===== config.mk =====
export PLATFORM = sky130hd
export DESIGN_NAME = hgc_div
export DESIGN_NICKNAME = d
export VERILOG_FILES = /design/src/rtl/hgc_pkg.sv /design/src/rtl/hgc_div.sv
export SDC_FILE = /design/constraint.sdc
export NUM_CORES = 2
export LEC_CHECK = 0
export BUFFER_PORTS_ARGS = -buffer_cell sky130_fd_sc_hd__buf_2
export CORE_MARGIN = 2
export CORE_UTILIZATION = 40
export DETAILED_ROUTE_END_ITERATION = 6
export HOLD_SLACK_MARGIN = 0.12
export SLEW_MARGIN = 20
export SYNTH_ARGS = -nofsm -noshare
export SYNTH_HDL_FRONTEND = slang
export SYNTH_SLANG_ARGS = --single-unit

===== constraint.sdc =====
create_clock -name clk -period 5 [get_ports clk]
set_input_delay 1 -clock clk [delete_from_list [all_inputs] [get_ports clk]]
set_output_delay 1 -clock clk [all_outputs]
set_load 0.05 [all_outputs]

===== src/rtl/hgc_pkg.sv =====
// Shared types and constants for the hexagonal grid coordinate mapper.
package hgc_pkg;

  localparam int CW = 16;
  localparam int XW = CW + 2;
  localparam int NW = CW + 22;
  localparam int QW = CW + 10;
  localparam int DW = 22;
  localparam int SW = 8;

  localparam logic [11:0] RT3_NUM = 12'd3691;
  localparam logic [11:0] RT3_DEN = 12'd2131;
  localparam logic [12:0] RT3_DEN2 = 13'd4262;
  localparam logic [SW-1:0] CELL_RESET = 8'd3;

  typedef enum logic [1:0] {
    FN_S2V = 2'd0,
    FN_S2H = 2'd1,
    FN_V2S = 2'd2,
    FN_H2S = 2'd3
  } func_t;

  typedef struct packed {
    func_t                 func;
    logic signed [CW-1:0]  in_a;
    logic signed [CW-1:0]  in_b;
  } req_t;

  typedef struct packed {
    logic signed [CW-1:0]  out_a;
    logic signed [CW-1:0]  out_b;
    logic                  saturated;
  } res_t;

  typedef struct packed {
    func_t                 func;
    logic signed [CW-1:0]  a;
    logic signed [CW-1:0]  b;
    logic signed [NW-1:0]  alt;
  } side1_t;

  typedef struct packed {
    func_t                 func;
    logic signed [QW-1:0]  q1;
    logic signed [NW-1:0]  alt;
  } side2_t;

endpackage


===== src/rtl/hgc_div.sv =====
// Pipelined signed divider, one quotient bit per stage, truncating toward zero.
module hgc_div
  import hgc_pkg::*;
#(
  parameter int SIDE_W = 1
) (
  input  logic                     clk,
  input  logic                     rst,
  input  logic                     en,
  input  logic                     in_valid,
  input  logic signed [NW-1:0]     num,
  input  logic [DW-1:0]            den,
  input  logic [SIDE_W-1:0]        side_in,
  output logic                     out_valid,
  output logic signed [NW-1:0]     quo,
  output logic [SIDE_W-1:0]        side_out
);

  logic              v  [0:NW+1];
  logic [NW-1:0]     nq [0:NW];
  logic [DW-1:0]     rm [0:NW];
  logic [DW-1:0]     dn [0:NW];
  logic              ng [0:NW];
  logic [SIDE_W-1:0] sd [0:NW+1];
  logic [NW-1:0]     mag;

  assign mag = num[NW-1] ? NW'(-num) : NW'(num);

  always_ff @(posedge clk) begin
    if (rst) begin
      v[0] <= 1'b0;
    end else if (en) begin
      v[0] <= in_valid;
    end
  end

  always_ff @(posedge clk) begin
    if (en) begin
      nq[0] <= mag;
      rm[0] <= '0;
      dn[0] <= den;
      ng[0] <= num[NW-1];
      sd[0] <= side_in;
    end
  end

  for (genvar i = 1; i <= NW; i++) begin : g_stage
    logic [DW:0] r2;
    logic [DW:0] rs;
    logic        ge;

    assign r2 = {rm[i-1], nq[i-1][NW-1]};
    assign ge = r2 >= {1'b0, dn[i-1]};
    assign rs = ge ? r2 - {1'b0, dn[i-1]} : r2;

    always_ff @(posedge clk) begin
      if (rst) begin
        v[i] <= 1'b0;
      end else if (en) begin
        v[i] <= v[i-1];
      end
    end

    always_ff @(posedge clk) begin
      if (en) begin
        rm[i] <= rs[DW-1:0];
        nq[i] <= {nq[i-1][NW-2:0], ge};
        dn[i] <= dn[i-1];
        ng[i] <= ng[i-1];
        sd[i] <= sd[i-1];
      end
    end
  end

  always_ff @(posedge clk) begin
    if (rst) begin
      v[NW+1] <= 1'b0;
    end else if (en) begin
      v[NW+1] <= v[NW];
    end
  end

  always_ff @(posedge clk) begin
    if (en) begin
      quo       <= ng[NW] ? $signed(-nq[NW]) : $signed(nq[NW]);
      sd[NW+1]  <= sd[NW];
    end
  end

  assign out_valid = v[NW+1];
  assign side_out  = sd[NW+1];

endmodule


# After elaboration in Yosys (flattened, before gate mapping)
# Memories as Yosys holds them, arrays and structs flattened.
# Cells that the tools add are included.
op_classes:
  n_reduce_logical: 0
  n_shift: 0
  n_addsub: 40
  n_div: 0
  n_mul: 0
  order_cmp: 38
  bitwise_logic: 40
  n_eq_ne: 0
  mux: 86
op_table:
  columns: ["cell", "count"]
  rows:
  - ["23-bit by 22-bit >= comparator with 1-bit output", 38]
  - ["22-bit two-way mux", 38]
  - ["22-bit subtractor", 38]
  - ["38-bit two-way mux", 2]
  - ["38-bit negator", 2]
  - ["1-bit two-way mux", 46]
  - ["1-bit bitwise OR", 40]
totals:
  mem_count: 6
  ram_bits: 3317
  wordCells: 211
  output_inout_bits: 40
  ff_bits: 38
  rom_bits: 0
  latchBits: 0
  input_bits: 65
mem_list:
  columns: ["name", "depth", "width", "rd", "rd_ports_with_merged_regs", "write_ports", "line_no", "text"]
  rows:
  - ["nq", 39, 38, 39, 0, 39, "hgc_div.sv:20", "logic [NW-1:0] nq [0:NW];"]
  - ["dn", 39, 22, 38, 0, 39, "hgc_div.sv:22", "logic [DW-1:0] dn [0:NW];"]
  - ["rm", 39, 22, 38, 0, 39, "hgc_div.sv:21", "logic [DW-1:0] rm [0:NW];"]
  - ["sd", 40, 1, 40, 0, 40, "hgc_div.sv:24", "logic [SIDE_W-1:0] sd [0:NW+1];"]
  - ["v", 40, 1, 40, 0, 40, "hgc_div.sv:19", "logic v [0:NW+1];"]
  - ["ng", 39, 1, 39, 0, 39, "hgc_div.sv:23", "logic ng [0:NW];"]

# Longest topological paths before layout
logic_depth:
  depth_word: 4
  ltp_mapped: 15
  ltp_nobuf: 14

# Least setup slack after synthesis
# No wires, ideal clock.
synth_timing:
  kind: "register to register"
  startpoint: "memory rm[20][0], in the netlist rm[5][0]"
  endpoint: "memory rm[21][3], in the netlist rm[5][25], data pin"
  required_ns: 4.740
  period_less_slack_ns: 3.579
  path_stages_with_launch: 13
  setup_ns: 0.260
  n_path_buf: 1
  arrival_ns: 3.319
  setup_slack_ns: 1.421
  path_cell_list: "edfxtp_1 > ha_1 > nor2b_4 > o21ai_2 > a21oi_2 > o41ai_4 > a2111oi_1 > or4b_4 > a221oi_2 > o21ai_2 > a211oi_4 > buf_6 > mux2_4"
synth_lines:
  columns: ["item", "line_no"]
  rows:
  - ["start, declared", "hgc_div.sv:21"]

==> results.ini <==
[sta]
hold-worst-slack_ns=0.249
setup-violations-final=0
setup_total_negative_slack_ns=0
fin_crit_ns=4.31
final_min_period_over_clock_period_pct=86.1
maxClockFrequency_mhz=232
finalHoldViolCount=0
worst_slack_ns=0.693
fin_skew_ns=0.0608
rel_slew_slack_pct=21.2
grt_setup_unrepaired=false
worst-slew-pin-transition_ns=1.18
report.final.slew_viol_count=0

[worst_setup_path]
timing.critical_path.fanout_max=22
setup_slack_on_the_worst_flop_to_flop_path_ns=0.69
crit_arrival_ns=4.96
timing.setup.critical_path_class=reg2reg
launching_point_of_the_worst_reg2reg_path=dn[0][48]
nature_of_the_critical_path_endpoint=flip-flop
r2r_cells=13
critPathLaunchType=flip-flop
endpoint_required_time_on_the_critical_path_ns=5.66
worstReg2RegEnd=rm[0][86]

[floorplanning]
design.die.area_um2=378000
core_um2=372000
die_x_um=615
num_io_pins=105
die_y_um=615
initial_utilization_pct=40.2
core.rowCount=224

[cts]
worst_skew_pair.late_latency_ns=0.92
cts.reportedPaths.clkPinSlew_ns=0.06
post_cts_hold_buffer_count=0
clk_tree_root_cell=clkbuf_16
cts_tree=yes
resized_gates_after_cts=0
number_of_clock_sinks_seen_by_cts=3289
cts_max_path_buffers=4
cts_max_level=5
post-cts-setup-buffers=0
cts-buffers-inserted=353

[finish]
area_growth_syn_to_layout_pct=12.6
final_layout_size_suffix_gt1_share_pct=10.8
final_cell_mix=3289 x edfxtp_1, 1101 x inv_1, 818 x ha_1
most_common_library_cell_in_the_layout_ignoring_fill_and_taps=edfxtp_1
post-route-cell-area_um2=168000
nNetsFinal=12100
final_util_pct=45.2

[job]
timing.max_cap.violations=0

[logic_synthesis]
synth.area.mux_share_pct=3.21
ys_dominant_reg_cell=edfxtp_1
synth-simple-area-share_pct=5.96
parity_gate_share_of_the_synthesized_area_counting_xor_and_xnor_cells_pct=4.16
yosys.area.top_type_share_pct=66.1
yosys_warnings=0
share_of_the_synthesized_area_in_compound_gates_ao_oa_aoi_oai_pct=9.95
syn_avg_cell_area_um2=13.9
synth_top_family_by_area=compound AO/OA/AOI/OAI gates
synth_sequential_area_ratio_pct=66.1
adder_and_majority_gate_portion_of_the_synthesized_area_pct=7.34
synth.area.top_cells=edfxtp_1 66%, ha_1 6.9%, xnor2_1 2.9%
ys_ff_latch=3289
synth_area_um2=149000
synth.distinct_cells=88
async_flop_share_pct=0
total_nets_after_synthesis=11700
synth-edff-count=3289
cell_count_after_synthesis=10800
synth_area_leader_cell=edfxtp_1

[power_and_ir_drop]
total_leakage_power_nw=64.8
power_density_normalized_to_cell_area_nw_per_um2=601
max-vdd-ir-drop_mv=0.306

[run_status]
outcome=finished clean

[grt]
track_usage_pct=14.8
antenna_found_initial=1
grt_max_degree=192
global_route.overflow_total=0
grt_first_pass_wirelength_um=458000
grt_pass1_vias=84600

[routing]
route.detailed.vias_per_inst=5.14
drtAntennaViolNets=0
dr_total_vias=84400
detail_route.drc_violations=0
detail_route.iter0.violations=6032
detail_route.first_pass.iterations=6
routed_wire_length_um=287000
wire_per_inst_um=17.5

[min_path]
hold_start=den[20]
timing.hold.worst_path_depth=1
min-delay-path-class=in2reg
worstHoldEndpoint=dn[0][20]

[place]
placed_cell_area_um2=157000
dpl.hpwl_um=201000
count_of_input_and_output_buffers=104
gp_routability_congestion=0.919
place_worst_setup_slack_ns=0.759

[cells in the mapped netlist (70+ instances only)]
cell and instances:
nand4_1 104, and3_1 70, o21ai_0 586, nor2_1 438, nor3_1 99, nand2_1 601, nand3_1 107, and2_1 78
a21oi_1 664, inv_1 1101, xnor2_1 491, o21a_1 107, nand2b_1 72, mux2_2 377, nor2b_1 94, o31ai_1 76
edfxtp_1 3289, clkbuf_1 144, xor2_1 219, ha_1 818, a21o_1 355, o21bai_1 104
[worst max path at each step]
stage                         start   endpoint  slack (ns)  depth (start not counted)
after floorplan            rm[5][0]  rm[5][25]        1.42                         12
after detailed placement  rm[6][66]  rm[7][11]        0.76                         11
after global routing      rm[6][66]   rm[7][4]        0.48                         11
after global placement    rm[6][66]   rm[7][4]        0.83                         11
after CTS                 rm[6][66]  rm[7][11]        0.75                         11
final                     dn[0][48]  rm[0][86]        0.69                         13
[logic make-up after synthesis]
| kind of cell | count (synthesis) |
|---|---|
| flops | 3289 |
| compound gates | 2353 |
| simple gates | 1852 |
| buf+inv | 1280 |
| fa+ha+maj | 854 |
| xor+xnor | 710 |
| mux | 423 |
[layer usage]
metal,share of wire (%),global-route usage (%),vias up
met5,0,0,-
met4,3.4,5.12,0
met3,4.6,2.04,586
met2,47,24.2,2038
met1,46,20.1,41000
li1,-,-,40800
[power breakdown]
part | switching [W] | total [W] | internal [W]
sequential | 0.00280 | 0.0404 | 0.0376
combinational | 0.0195 | 0.0354 | 0.0159
clock | 0.0107 | 0.0253 | 0.0145
total | 0.0330 | 0.101 | 0.0681
[metrics by stage]
step | total power (W) | std cells
global route | 0.107 | 16400
CTS | 0.102 | 16400
detailed placement | 0.0759 | 15800
global placement | 0.0748 | 15800
finish | 0.101 | 16400
floorplan | 0.0667 | 10800
[worst max-delay path, stage by stage, from the launching register on]
cell	delay (ns)
edfxtp_1	0.39
inv_1	0.06
ha_1	0.35
nand3_1	0.24
a21o_1	0.27
a31oi_1	0.19
buf_4	0.15
o21ai_0	0.15
o21ai_0	0.36
buf_4	0.22
a211oi_1	0.09
o31ai_1	0.49
a31o_2	0.67
mux2_2	0.42
[state kept, by name (all words and copies together) (netlist names)]
register,flops
dn,836
ng,39
nq,1482
quo,38
rm,814
sd,40
v,40
[layout make-up]
class | instances | area (um2)
antenna | 1 | 2.50
clock buffer | 423 | 9140
clock inverter | 211 | 2110
fill | 32700 | 204000
inverter | 1101 | 4130
multi-input combinational | 6192 | 45900
sequential | 3289 | 98800
tap | 4972 | 6220
timing repair buffer | 239 | 1870
(Power assumes the default switching activity.)
