**config.mk**
```make
export PLATFORM = sky130hd
export DESIGN_NAME = hgc_mid
export DESIGN_NICKNAME = d
export VERILOG_FILES = /design/src/rtl/hgc_pkg.sv /design/src/rtl/hgc_mid.sv
export SDC_FILE = /design/constraint.sdc
export NUM_CORES = 2
export LEC_CHECK = 0
export ABC_AREA = 1
export ABC_CLOCK_PERIOD_IN_PS = 7950
export BUFFER_PORTS_ARGS = -buffer_cell sky130_fd_sc_hd__buf_2
export CORE_MARGIN = 2
export CORE_UTILIZATION = 58
export CTS_BUF_LIST = sky130_fd_sc_hd__clkbuf_8
export CTS_CLUSTER_DIAMETER = 120
export CTS_CLUSTER_SIZE = 14
export DETAILED_ROUTE_END_ITERATION = 8
export GPL_TIMING_DRIVEN = 1
export PLACE_DENSITY = 0.8
export SYNTH_ARGS = -nofsm -noshare
export SYNTH_HDL_FRONTEND = slang
export SYNTH_SLANG_ARGS = --single-unit
```
**constraint.sdc**
```tcl
create_clock -name clk -period 7.95 [get_ports clk]
set_input_delay 1.59 -clock clk [delete_from_list [all_inputs] [get_ports clk]]
set_output_delay 1.59 -clock clk [all_outputs]
set_load 0.05 [all_outputs]
```
**src/rtl/hgc_pkg.sv**
```systemverilog
// Shared types and constants for the hexagonal grid coordinate mapper.
package hgc_pkg;

  localparam int CW = 16;
  localparam int XW = CW + 2;
  localparam int NW = CW + 22;
  localparam int QW = CW + 10;
  localparam int DW = 22;
  localparam int SW = 8;

  localparam logic [11:0] RT3_NUM = 12'd3691;
  localparam logic [11:0] RT3_DEN = 12'd2131;
  localparam logic [12:0] RT3_DEN2 = 13'd4262;
  localparam logic [SW-1:0] CELL_RESET = 8'd3;

  typedef enum logic [1:0] {
    FN_S2V = 2'd0,
    FN_S2H = 2'd1,
    FN_V2S = 2'd2,
    FN_H2S = 2'd3
  } func_t;

  typedef struct packed {
    func_t                 func;
    logic signed [CW-1:0]  in_a;
    logic signed [CW-1:0]  in_b;
  } req_t;

  typedef struct packed {
    logic signed [CW-1:0]  out_a;
    logic signed [CW-1:0]  out_b;
    logic                  saturated;
  } res_t;

  typedef struct packed {
    func_t                 func;
    logic signed [CW-1:0]  a;
    logic signed [CW-1:0]  b;
    logic signed [NW-1:0]  alt;
  } side1_t;

  typedef struct packed {
    func_t                 func;
    logic signed [QW-1:0]  q1;
    logic signed [NW-1:0]  alt;
  } side2_t;

endpackage

```
**src/rtl/hgc_mid.sv**
```systemverilog
// Middle stages: residual and rounding ahead of the second division.
module hgc_mid
  import hgc_pkg::*;
(
  input  logic                 clk,
  input  logic                 rst,
  input  logic                 en,
  input  logic [SW-1:0]        cell_size,
  input  logic                 in_valid,
  input  logic signed [NW-1:0] quo,
  input  side1_t               side_in,
  output logic                 out_valid,
  output logic signed [NW-1:0] num,
  output logic [DW-1:0]        den,
  output side2_t               side
);

  logic [SW-1:0]        s_r;
  logic [DW-2:0]        k_r;
  logic                 v1, v2;
  logic signed [QW-1:0] q;
  logic [DW-2:0]        mm;
  logic signed [QW+DW:0] pm;
  logic signed [NW-1:0] base, base_next, p, t;
  logic [DW-1:0]        m1, m1_next, m2, d1, d1_next, d2;
  side2_t               sd1, sd2;
  logic signed [NW-1:0] madd;

  always_ff @(posedge clk) begin
    s_r <= (cell_size == '0) ? SW'(1) : cell_size;
    k_r <= (DW-1)'(RT3_DEN2 * s_r);
  end

  assign q  = quo[QW-1:0];
  assign mm = (side_in.func == FN_S2V) ? (DW-1)'(s_r) : k_r;
  assign pm = q * $signed({1'b0, mm});

  always_comb begin
    base_next = '0;
    m1_next   = '0;
    d1_next   = DW'(1);
    case (side_in.func)
      FN_S2V: begin
        base_next = NW'(side_in.b);
        m1_next   = DW'(s_r);
        d1_next   = DW'({s_r, 1'b0});
      end
      FN_S2H: begin
        base_next = NW'(side_in.a) * $signed({1'b0, RT3_NUM});
        m1_next   = DW'(k_r);
        d1_next   = {k_r, 1'b0};
      end
      default: begin
      end
    endcase
  end

  always_comb begin
    if (t > 0) begin
      madd = NW'($signed({1'b0, m2}));
    end else if (t < 0) begin
      madd = -NW'($signed({1'b0, m2}));
    end else begin
      madd = '0;
    end
  end

  always_ff @(posedge clk) begin
    if (rst) begin
      v1        <= 1'b0;
      v2        <= 1'b0;
      out_valid <= 1'b0;
    end else if (en) begin
      v1        <= in_valid;
      v2        <= v1;
      out_valid <= v2;
    end
  end

  always_ff @(posedge clk) begin
    if (en) begin
      base     <= base_next;
      p        <= (side_in.func == FN_S2V || side_in.func == FN_S2H) ? pm[NW-1:0] : '0;
      m1       <= m1_next;
      d1       <= d1_next;
      sd1.func <= side_in.func;
      sd1.q1   <= q;
      sd1.alt  <= side_in.alt;
      t        <= base - p;
      m2       <= m1;
      d2       <= d1;
      sd2      <= sd1;
      num      <= t + madd;
      den      <= d2;
      side     <= sd2;
    end
  end

endmodule

```
== Word-level counts from Yosys, hierarchy flattened ==
Cells that the tools add are included.
Storage, ports and cells
  register bits after elaboration: 491
  bits of input ports: 122
  output and inout bits: 127
  word-level logic and storage cells: 41
Operators by class
  add/sub/neg operators: 3
  multiply operators: 3
  order comparisons: 2
  equal/unequal tests: 1
  mux-type cells: 6
  reductions and logical operators: 3
Operator list (count)
  38-bit 2-to-1 mux: 2
  38-bit one-hot mux with 2 select lines: 1
  22-bit one-hot mux with 2 select lines: 1
  21-bit one-hot mux with 2 select lines: 1
  38-bit adder: 1
  38-bit by 1-bit greater-than comparator with 1-bit output, second input constant: 1
  38-bit by 1-bit < comparator with 1-bit output, second input constant: 1
  26-bit by 22-bit multiplier with 38-bit output: 1
  22-bit negator with 38-bit output: 1
  38-bit subtractor: 1
  16-bit by 13-bit multiplier with 29-bit output, second input constant: 1
  21-bit 2-to-1 mux: 1
  12-bit by 8-bit multiplier with 20-bit output, first input constant: 1
  8-bit zero test: 1
  2-bit by 1-bit equality test with 1-bit output, second input constant: 1
  2-bit zero test: 1
  1-bit logical OR: 1

== Longest topological paths before layout ==
  word-level depth: 4
  depth in mapped cells: 34
  mapped depth without buffers: 31

== Worst setup path before layout ==
OpenSTA, ideal clock, no wires.
  path type: input-to-reg
  start: input side_in[71] (netlist bit)
  end: register p[37], data pin
  setup time: 0.255 ns
  data arrival time: 7.832 ns
  data required time: 7.695 ns
  path slack: -0.137 ns
  stages on the path: 27
  path buffers: 3
  cell sequence: buf_6 nor2_4 buf_2 nand2_1 o21ai_1 clkbuf_1 nor2_1 fa_1 inv_1 fa_1 fa_1 inv_1 fa_1 inv_1 fa_1 fa_1 fa_1 inv_1 ha_1 nand2_1 nor2_1 inv_1 nor4_1 and3_1 nor2_1 a21oi_1 nor2_1
On the way
  cells in the longest elaborated chain, start to end: 3
  elaborated cells on any way between the ends: 5
  classes of those cells: mul (1); eq/ne (1); mux (1); reduce/logical (2)
Ends and longest elaborated chain
  from (decl): line hgc_mid.sv:11  | input side1_t side_in,
  2-bit zero test: line hgc_mid.sv:35, hgc_mid.sv:83
  21-bit 2-to-1 mux: line hgc_mid.sv:35  | assign mm = (side_in.func == FN_S2V) ? (DW-1)'(s_r) : k_r;
  26-bit by 22-bit multiplier with 38-bit output: line hgc_mid.sv:36  | assign pm = q * $signed({1'b0, mm});
  to (signal assigned): line hgc_mid.sv:83  | p <= (side_in.func == FN_S2V || side_in.func == FN_S2H) ? pm[NW-1:0] : '0;
  to (decl): line hgc_mid.sv:24  | logic signed [NW-1:0] base, base_next, p, t;
Parallel ways exist; a longest one is shown, timed or not.
A chain may end at the register's enable or synchronous reset.

== Final worst setup path ==
  start: input side_in[71] (netlist bit)
  end: register p[34], data pin
Same word-level chain as after synthesis.

==> impl_metrics.tcl <==
set metrics [dict create \
    cpPeakStageDelay_ps 580 \
    ys_warn_count 0 \
    cts_tree "yes" \
    syn_nets 5408 \
    max-slew-margin-rel_pct 36.41 \
    synth-edff-count 407 \
    drv_cap 0 \
    hp-class "register to register" \
    wl_um 105400 \
    yosysSeqAreaShare_pct 31.01 \
    cp_top_family "adder cells" \
    root_buffer "clkbuf_8" \
    grt_usage_pct 29.25 \
    crit_path_end_kind "register" \
    slowest_stage "fa_1" \
    dieArea_um2 73560 \
    antenna_found_initial 6 \
    r2r_cells 28 \
    cp.depth 30 \
    die_h_um 271.2 \
    cp-endpoint "p[34]" \
    clk_latency_ps 670 \
    clock_skew_ps 62.75 \
    worst_slack_ps 272.5 \
    final_common_cell "inv_1" \
    drc 0 \
    grt_max_degree 171 \
    final_cell_mix "960 x inv_1, 723 x nand2_1, 543 x fa_1" \
    post-route-period-util_pct 96.57 \
    path_buf_inv 12 \
    dominantRegCellSynth "edfxtp_1" \
    ant_nets 0 \
    cp_data_arrival_time_ps 8070 \
    fmax_mhz 130.3 \
    crit_start "side_in[71]" \
    drive_above_1_share_pct 11.80 \
    nFillCells 5636 \
    overflow 0 \
    grt_pass1_wl_um 167200 \
    crit_top_cell "fa_1" \
    setup-tns-final_ps 0 \
    pin_count 249 \
    final_hold_viol_count 0 \
    crit_fanout 13 \
    die_w_um 271.2 \
    min_period_ps 7677 \
    cp-start-kind "input pin" \
    nNetsFinal 5831 \
    place.gp.congestion 0.9484 \
    rows 97 \
    status "complete, no violations" \
    numCtsBuffers 38 \
    ys_types 57 \
    r2r_end "p[34]" \
    path_class "input pin to register" \
    ys_ff_latch 438 \
    core_region_area_um2 70390 \
    clock_path_buffers 3 \
    synth_area_per_cell_um2 9.376 \
    first_global_vias 31610 \
    synthCells 4417 \
    async_flop_share_pct 0 \
    clkSlewWorstSetupHoldPaths_ps 90 \
    start_util_pct 58.84 \
    required_ps 8350 \
    clock-sinks 438 \
    worstMarginPinSlew_ps 953.9 \
    routedWlPerCell_um 18.17 \
    port_buffers 236 \
    vias 31370 \
    via_per_inst 5.409 \
    dp_hpwl_um 88810 \
    ctsHtreeMaxLevel 2 \
    final-max-slew-violation-count 0 \
    first_pass_iters 6 \
    synthesis.area_um2 41420 \
    r2r_slack_ps 1090 \
    drtIter0Drc 2499 \
    cts_hold_buf 0 \
    r2r-start "s_r[1]" \
    setup_viol 0 \
    area_delta_synth_final_pct 11.36 \
    place_ws_ps -415.6 \
]
==> cells in the mapped netlist, types with 20 or more instances <==
| cell | number | area share (%) |
|---|---|---|
| nor2_1 | 518 | 4.7 |
| o21ai_0 | 139 | 1.7 |
| xnor2_1 | 41 | 0.87 |
| a21oi_1 | 213 | 2.6 |
| a31oi_1 | 26 | 0.39 |
| nand2_1 | 724 | 6.6 |
| edfxtp_1 | 407 | 30 |
| fa_1 | 543 | 26 |
| nand4_1 | 23 | 0.35 |
| xor2_1 | 78 | 1.6 |
| nand3_1 | 90 | 1.1 |
| dfxtp_1 | 31 | 1.5 |
| ha_1 | 326 | 9.8 |
| inv_1 | 947 | 8.6 |
| a21o_1 | 30 | 0.54 |
| o21bai_1 | 22 | 0.40 |
| nor3_1 | 20 | 0.24 |
| clkbuf_1 | 97 | 0.88 |
==> metal layers <==
| metal | part of all wire [%] | track usage, % | up-vias | wire [µm] |
|---|---|---|---|---|
| li1 | - | - | 14650 | - |
| met1 | 41 | 39.68 | 15070 | 42830 |
| met2 | 46 | 47.00 | 1327 | 48690 |
| met3 | 8.4 | 5.095 | 320 | 8898 |
| met4 | 4.7 | 12.10 | 0 | 4966 |
| met5 | 0 | 0 | - | 0 |
==> cell families (layout without fill, tap and decap cells) <==
logic type | after synthesis | count (layout) | share of synthesized area, %
flops | 438 | 438 | 31.01
mux | 2 | 2 | 0.05136
compound gates | 498 | 498 | 6.831
xor+xnor | 119 | 119 | 2.517
other cells | 0 | 3 | 0
fa+ha+maj | 869 | 869 | 36.10
simple gates | 1421 | 1421 | 13.72
buf+inv | 1070 | 1510 | 9.773
==> sequential cells by signal, indices dropped and copies added, names as in the netlist <==
signal     flops
den           22
k_r           20
t             38
sd1           66
p             38
d1            22
base          29
v2             1
out_valid      1
side          66
v1             1
num           38
s_r            8
sd2           66
d2            22
==> what timing repair did <==
action | in CTS | in global routing
gates resized for setup | 0 | 5
endpoints found under the setup margin | 0 | 8
setup buffers | 0 | 2
==> worst min path at each step <==
stage,from,end,slack (ps),cells after the start
global placement,sd1[5],sd2[5],400,0
finish,sd2[21],side[21],370,0
detailed placement,d1[5],d2[5],400,0
floorplan,s_r[0],k_r[1],370,0
CTS,sd2[21],side[21],370,0
global route,sd2[21],side[21],380,0
==> cell type report <==
class	count	area (µm²)	share of cell area [%]
Multi-Input combinational cell	2909	24550	53.24
Inverter	964	3625	7.859
Clock buffer	39	536.8	1.164
Tap cell	940	1176	2.550
Timing Repair Buffer	489	3278	7.108
Antenna cell	3	7.507	0.01628
Clock inverter	18	100.1	0.2170
Sequential cell	438	12840	27.85
==> stage by stage <==
step	instances	hold WS, ps	cell area [µm²]	util (%)
floorplan	4417	371.8	41430	-
global placement	5738	400.2	45440	64.56
detailed placement	5738	404.5	45440	64.56
CTS	5795	370.2	46080	65.46
global route	5799	383.1	46120	65.51
finish	5800	365.7	46120	65.52
Power is left out: the tool's default activity adds up to more than one toggle a clock period on the data nets, which glitch-free logic cannot reach.
