--- src/rtl/hgc_pkg.sv ---
// Shared types and constants for the hexagonal grid coordinate mapper.
package hgc_pkg;

  localparam int CW = 16;
  localparam int XW = CW + 2;
  localparam int NW = CW + 22;
  localparam int QW = CW + 10;
  localparam int DW = 22;
  localparam int SW = 8;

  localparam logic [11:0] RT3_NUM = 12'd3691;
  localparam logic [11:0] RT3_DEN = 12'd2131;
  localparam logic [12:0] RT3_DEN2 = 13'd4262;
  localparam logic [SW-1:0] CELL_RESET = 8'd3;

  typedef enum logic [1:0] {
    FN_S2V = 2'd0,
    FN_S2H = 2'd1,
    FN_V2S = 2'd2,
    FN_H2S = 2'd3
  } func_t;

  typedef struct packed {
    func_t                 func;
    logic signed [CW-1:0]  in_a;
    logic signed [CW-1:0]  in_b;
  } req_t;

  typedef struct packed {
    logic signed [CW-1:0]  out_a;
    logic signed [CW-1:0]  out_b;
    logic                  saturated;
  } res_t;

  typedef struct packed {
    func_t                 func;
    logic signed [CW-1:0]  a;
    logic signed [CW-1:0]  b;
    logic signed [NW-1:0]  alt;
  } side1_t;

  typedef struct packed {
    func_t                 func;
    logic signed [QW-1:0]  q1;
    logic signed [NW-1:0]  alt;
  } side2_t;

endpackage

--- src/rtl/hgc_front.sv ---
// Front stages: operand selection and scaling ahead of the first division.
module hgc_front
  import hgc_pkg::*;
(
  input  logic                 clk,
  input  logic                 rst,
  input  logic                 en,
  input  logic                 in_valid,
  input  req_t                 req,
  input  logic [SW-1:0]        cell_size,
  output logic                 out_valid,
  output logic signed [NW-1:0] num,
  output logic [DW-1:0]        den,
  output side1_t               side
);

  logic                 v0, v1;
  req_t                 r0;
  logic signed [XW-1:0] x, x_next, y, y_next;
  logic [DW-1:0]        c, c_next, d, d_next;
  logic [SW:0]          f, f_next;
  side1_t               s1;
  logic [SW-1:0]        s;
  logic signed [XW-1:0] ax, bx, sx;
  logic signed [XW+DW:0] prod;
  logic signed [XW+SW+1:0] altp;

  assign s  = (cell_size == '0) ? SW'(1) : cell_size;
  assign ax = XW'(r0.in_a);
  assign bx = XW'(r0.in_b);
  assign sx = XW'($signed({1'b0, s}));

  always_comb begin
    x_next = '0;
    y_next = '0;
    c_next = '0;
    d_next = DW'(1);
    f_next = '0;
    case (r0.func)
      FN_S2V: begin
        x_next = ax + sx;
        c_next = DW'(RT3_DEN);
        d_next = DW'(RT3_NUM * s);
      end
      FN_S2H: begin
        x_next = bx + sx;
        c_next = DW'(1);
        d_next = DW'({s, 1'b0});
      end
      FN_V2S: begin
        x_next = ax;
        c_next = DW'(RT3_NUM * s);
        d_next = DW'(RT3_DEN);
        y_next = (bx <<< 1) + ax;
        f_next = (SW+1)'(s);
      end
      default: begin
        x_next = (ax <<< 1) + bx;
        c_next = DW'(RT3_DEN2 * s);
        d_next = DW'(RT3_NUM);
        y_next = bx;
        f_next = {s, 1'b0};
      end
    endcase
  end

  always_ff @(posedge clk) begin
    if (rst) begin
      v0        <= 1'b0;
      v1        <= 1'b0;
      out_valid <= 1'b0;
    end else if (en) begin
      v0        <= in_valid;
      v1        <= v0;
      out_valid <= v1;
    end
  end

  assign prod = x * $signed({1'b0, c});
  assign altp = y * $signed({1'b0, f});

  always_ff @(posedge clk) begin
    if (en) begin
      r0       <= req;
      x        <= x_next;
      y        <= y_next;
      c        <= c_next;
      d        <= d_next;
      f        <= f_next;
      s1.func  <= r0.func;
      s1.a     <= r0.in_a;
      s1.b     <= r0.in_b;
      s1.alt   <= '0;
      num      <= prod[NW-1:0];
      den      <= d;
      side.func <= s1.func;
      side.a    <= s1.a;
      side.b    <= s1.b;
      side.alt  <= NW'(altp);
    end
  end

endmodule

--- config.mk ---
export PLATFORM = sky130hd
export DESIGN_NAME = hgc_front
export DESIGN_NICKNAME = d
export VERILOG_FILES = /design/src/rtl/hgc_pkg.sv /design/src/rtl/hgc_front.sv
export SDC_FILE = /design/constraint.sdc
export NUM_CORES = 2
export LEC_CHECK = 0
export BUFFER_PORTS_ARGS = -buffer_cell sky130_fd_sc_hd__buf_2
export CORE_UTILIZATION = 55
export DETAILED_ROUTE_END_ITERATION = 8
export PLACE_DENSITY = 0.73
export SETUP_SLACK_MARGIN = 0.5
export SLEW_MARGIN = 20
export SYNTH_ARGS = -nofsm -noshare
export SYNTH_HDL_FRONTEND = slang
export SYNTH_SLANG_ARGS = --single-unit
--- constraint.sdc ---
create_clock -name clk -period 15.05 [get_ports clk]
set_input_delay 3.01 -clock clk [delete_from_list [all_inputs] [get_ports clk]]
set_output_delay 3.01 -clock clk [all_outputs]
set_load 0.03 [all_outputs]
Word level (Yosys, flattened, before mapping)
Index checks and enable logic that the tools add are counted.
{ "word_totals": {"ff_bits": 282, "input_bits": 46, "out_inout_bits": 133, "elab_cells": 39} }
{ "classes": {"n_addsub": 4, "mul": 4, "eq_ne": 2, "muxes": 6, "n_reduce_logical": 3} }
{ "op_table": {"columns": ["op", "count"], "rows": [
  ["one-hot mux 21 bit (3 select lines)", 1],
  ["one-hot mux 20 bit (3 select lines)", 1],
  ["one-hot mux 18 bit (3 select lines)", 1],
  ["multiplier 12 x 8 -> 20 bit, first input constant", 2],
  ["multiplier 18 x 23 -> 38 bit", 1],
  ["adder 17 x 16 -> 18 bit", 2],
  ["one-hot mux 18 bit (2 select lines)", 1],
  ["adder 16 x 9 -> 17 bit", 2],
  ["multiplier 18 x 10 -> 28 bit", 1],
  ["one-hot mux 9 bit (2 select lines)", 1],
  ["logical NOT 8 bit", 1],
  ["2-to-1 mux 8 bit", 1],
  ["equality test 2 x 1 -> 1 bit, second input constant", 1],
  ["equality test 2 bit, second input constant", 1],
  ["logical NOT 2 bit", 1],
  ["OR reduction 2 bit", 1]
]} }

Longest topological paths before layout
{ "logic_depth": {"ltp_word": 4, "ltp_mapped": 25, "mapped_depth_nobuf": 23} }

Least setup slack after synthesis
OpenSTA, ideal clock, no wires.
{ "synth_timing": {"kind": "input -> register", "startpoint": "input cell_size[6]", "endpoint": "register c[19], data pin", "setup_time_ps": 257, "arrival_time_ps": 7815, "required_time_ps": 14793, "slack_ps": 6978, "stages": 20, "n_path_buf": 0, "cell_sequence": "inv_1 ha_1 nand3_1 nor3_1 nor2_1 ha_1 fa_1 inv_1 fa_1 inv_1 fa_1 ha_1 o21a_1 o21ai_0 a21oi_1 o31a_1 o41ai_1 o21ai_0 xnor2_1 a32o_1"} }
{ "synth_via": {"elab_chain_cells": 4, "word_cells_on_any_way": 5, "cone_classes": "mul: 2; mux: 2; reduce/logical: 1"} }
{ "synth_rtl": {"columns": ["element", "line_no", "text"], "rows": [
  ["from (decl)", "hgc_front.sv:10", "input logic [SW-1:0] cell_size,"],
  ["logical NOT 8 bit", "hgc_front.sv:28", "assign s = (cell_size == '0) ? SW'(1) : cell_size;"],
  ["2-to-1 mux 8 bit (*)", "hgc_front.sv:28", null],
  ["multiplier 12 x 8 -> 20 bit (on tied branches)", "hgc_front.sv:59, hgc_front.sv:52", null],
  ["one-hot mux 21 bit (3 select lines) (*)", "hgc_front.sv:39", "case (r0.func)"],
  ["via c_next[19]", "hgc_front.sv:20", "logic [DW-1:0] c, c_next, d, d_next;"],
  ["to (signal assigned)", "hgc_front.sv:87", "c <= c_next;"],
  ["to (decl)", "hgc_front.sv:20", null]
]} }
The timed path passes the listed nets; every way through them passes the cells marked *.
A chain may end at the register's enable or synchronous reset.

Worst setup path in the final report
Ends and elaborated chain as after synthesis.

==> metrics.md <==
| Metric | Value |
|---|---|
| Most frequent cells in the layout | 610 x inv_1, 478 x fa_1, 329 x ha_1 |
| Worst flop-to-flop path endpoint | num[34] |
| Clk buf depth | 3 |
| Sequential area share after synthesis | 25.1% |
| Crit path capture type | register |
| Ys async rst share | 0% |
| Layout cell share with drive strength beyond 1 | 7.76% |
| XOR/XNOR share of the synthesized area | 3.45% |
| Die area | 0.0610 sq mm |
| Core Area | 0.0591 sq mm |
| Slew headroom | 29.4% |
| Setup violations, final | 0 |
| Post-Route WL | 76700 um |
| Cts hold-fix bufs | 0 |
| Mapped Cells | 3219 |
| RSZ-0062 raised after global routing | no |
| Hold EP | side[45] |
| Initial core utilization | 55.8% |
| Pin count of the biggest net entering global routing | 82 |
| Failing checks | DRC |
| Total CTS buffers | 34 |
| First-pass GRT wire length | 125000 um |
| Number of port buffers | 176 |
| Mean Syn Cell Area | 10.3 sq um |
| Fin. max-slew vios | 0 |
| CP Data Arrival Time | 8.72 ns |
| CTS tree | done |
| Top cell type's share of synthesized area | 29.0% |
| Crit path max fanout | 10 |
| Skew-Pair Late Insertion Delay | 0.56 ns |
| Yosys cell types | 81 |
| Cell taking the most area after synthesis | fa_1 |
| Hold WC Path Type | reg -> reg |
| Clock net sink count | 277 |
| Setup_tns | 0 ns |
| Worst Setup Path Type | in -> reg |
| DRC Markers | 18 |
| Area contributors post-synth | fa_1 29%, edfxtp_1 25%, ha_1 13%, inv_1 6.9%, and2_1 5.8% |
| Placer congestion estimate | 0.941 |
| Initial DRC Count | 1645 |
| Seq cells post-synth | 277 |
| Routed wire length per instance | 18.6 um |
| Synth Area in Compound Gates | 7.98% |
| Mux cell area share after synthesis | 0.303% |
| Syn. warnings | 0 |
| Top FF cell, synth | edfxtp_1 |
| Diode count | 0 |
| Gr usage total | 26.4% |
| Flop2flop setup slack | 7.50 ns |
| Max Cap Viol | 0 |
| Status | finished with violations |
| Reg2reg path depth | 21 |
| Tightest Pin Transition | 1.06 ns |
| CTS resizes | 0 |
| Clk slew on worst S/H paths | 0.06 ns |
| Hold path depth | 0 |
| IO Pins | 179 |
| GRT overflow | 0 |
| # rows | 89 |
| Min Tclk post-route | 8.41 ns |
| Hold Violations, Final | 0 |
| Routed Antenna Nets | 0 |
| Worst r2r src | x[9] |
| Area grow syn2layout | 7.82% |
| Post-Syn Area | 0.0330 sq mm |
| Die Width | 247 um |
| Fmax | 0.119 GHz |
| Hold_sp | s1[45] |
| Area share of and/or/nand/nor cells after synthesis | 13.3% |
| Root Driver | clkbuf_16 |
| EDFF count, synth | 274 |
| Most common cell after layout, fill and taps aside | inv_1 |
| NumNets Final | 4192 |
| Final worst-path cycle share | 55.9% |
| Setup bufs post-CTS | 0 |
| Nature of the critical path startpoint | input port |
| Skew final | 0.0178 ns |
| Die extent in y | 247 um |
| Vias post-DR | 22700 |
| Vias in the first global route | 23100 |
| Antenna violations before repair | 0 |
| First-pass iteration count of the detailed router | 8 |
| Post-Synth Adder-Cell Area | 41.5% |
| HPWL Detailed | 59500 um |
| Largest family of logic cells by synthesized area | adder cells |
| Required @ worst endpoint | 15.36 ns |
| Max H-tree Level | 2 |
| Drt via density | 5.49 |
-- critical path, stage by stage --
cell	delay, ns
buf_2	0.21
inv_1	0.14
ha_1	0.17
nand3_1	0.11
nor3_1	0.51
nor2_1	0.37
ha_1	0.43
fa_1	0.54
inv_1	0.05
fa_1	0.52
inv_1	0.05
fa_1	0.42
ha_1	0.33
o21a_1	0.21
o21ai_0	0.20
a21oi_1	0.11
o31a_1	0.30
o41ai_1	0.41
o21ai_0	0.20
xnor2_1	0.18
a32o_1	0.21
-- through the flow --
step / util (%) / area [sq um] / setup WS, ns / hold slack, ns / instances
floorplan: - / 33000 / 6.98 / 0.400 / 3220
global placement: 58.4 / 34500 / 6.22 / 0.401 / 4075
detailed placement: 58.4 / 34500 / 6.13 / 0.405 / 4075
CTS: 60.2 / 35600 / 6.69 / 0.414 / 4135
global route: 60.2 / 35600 / 6.12 / 0.416 / 4135
finish: 60.2 / 35600 / 6.64 / 0.416 / 4135
-- worst max-delay path by stage --
stage                             from    end  slack [ns]  cells past startpoint
final                     cell_size[6]  c[19]        6.64                     21
after global routing      cell_size[6]  c[19]        6.12                     21
after CTS                 cell_size[6]  c[19]        6.69                     21
after detailed placement  cell_size[6]  c[19]        6.13                     21
after global placement    cell_size[6]  c[19]        6.22                     21
after floorplan           cell_size[6]  c[19]        6.98                     20
-- registers in the layout, summed over array words and instances (netlist names) --
name	count
ax	16
bx	16
c	21
d	20
den	20
f	9
num	38
out_valid	1
r0	2
s1	34
side	62
v0	1
v1	1
x	18
y	18
-- Yosys cell counts (15+ instances only) --
library cell	number
a211oi_1	21
a21o_1	42
a21oi_1	103
and2_1	307
clkbuf_1	90
edfxtp_1	274
fa_1	478
ha_1	330
inv_1	610
nand2_1	310
nand2b_1	23
nand3_1	28
nor2_1	119
nor2b_1	16
nor3_1	30
o21a_1	24
o21ai_0	76
o21bai_1	15
xnor2_1	90
xor2_1	40
-- final cells by class --
cell class,count,area [sq um]
clock inverters,20,196
clock buffers,40,873
repair buffers,188,981
multi-input cells,2226,22000
inverters,611,2290
well taps,773,967
flip-flops and latches,277,8290
fillers,4868,23500
-- kinds of logic after synthesis --
kind of cell | after synthesis
compound gates | 394
xor+xnor | 130
fa+ha+maj | 808
buf+inv | 717
flops | 277
mux | 10
other cells | 1
simple gates | 882
-- metal layers --
metal	part of all wire (%)	vias up	wire (um)	global-route usage, %
li1	-	10500	-	-
met1	44	11300	33500	36.9
met2	46	742	35400	42.0
met3	7.6	107	5830	4.94
met4	2.6	0	1960	7.52
met5	0	-	0	0
Power is left out: the tool's default activity adds up to more than one toggle a clock period on the data nets, which glitch-free logic cannot reach.
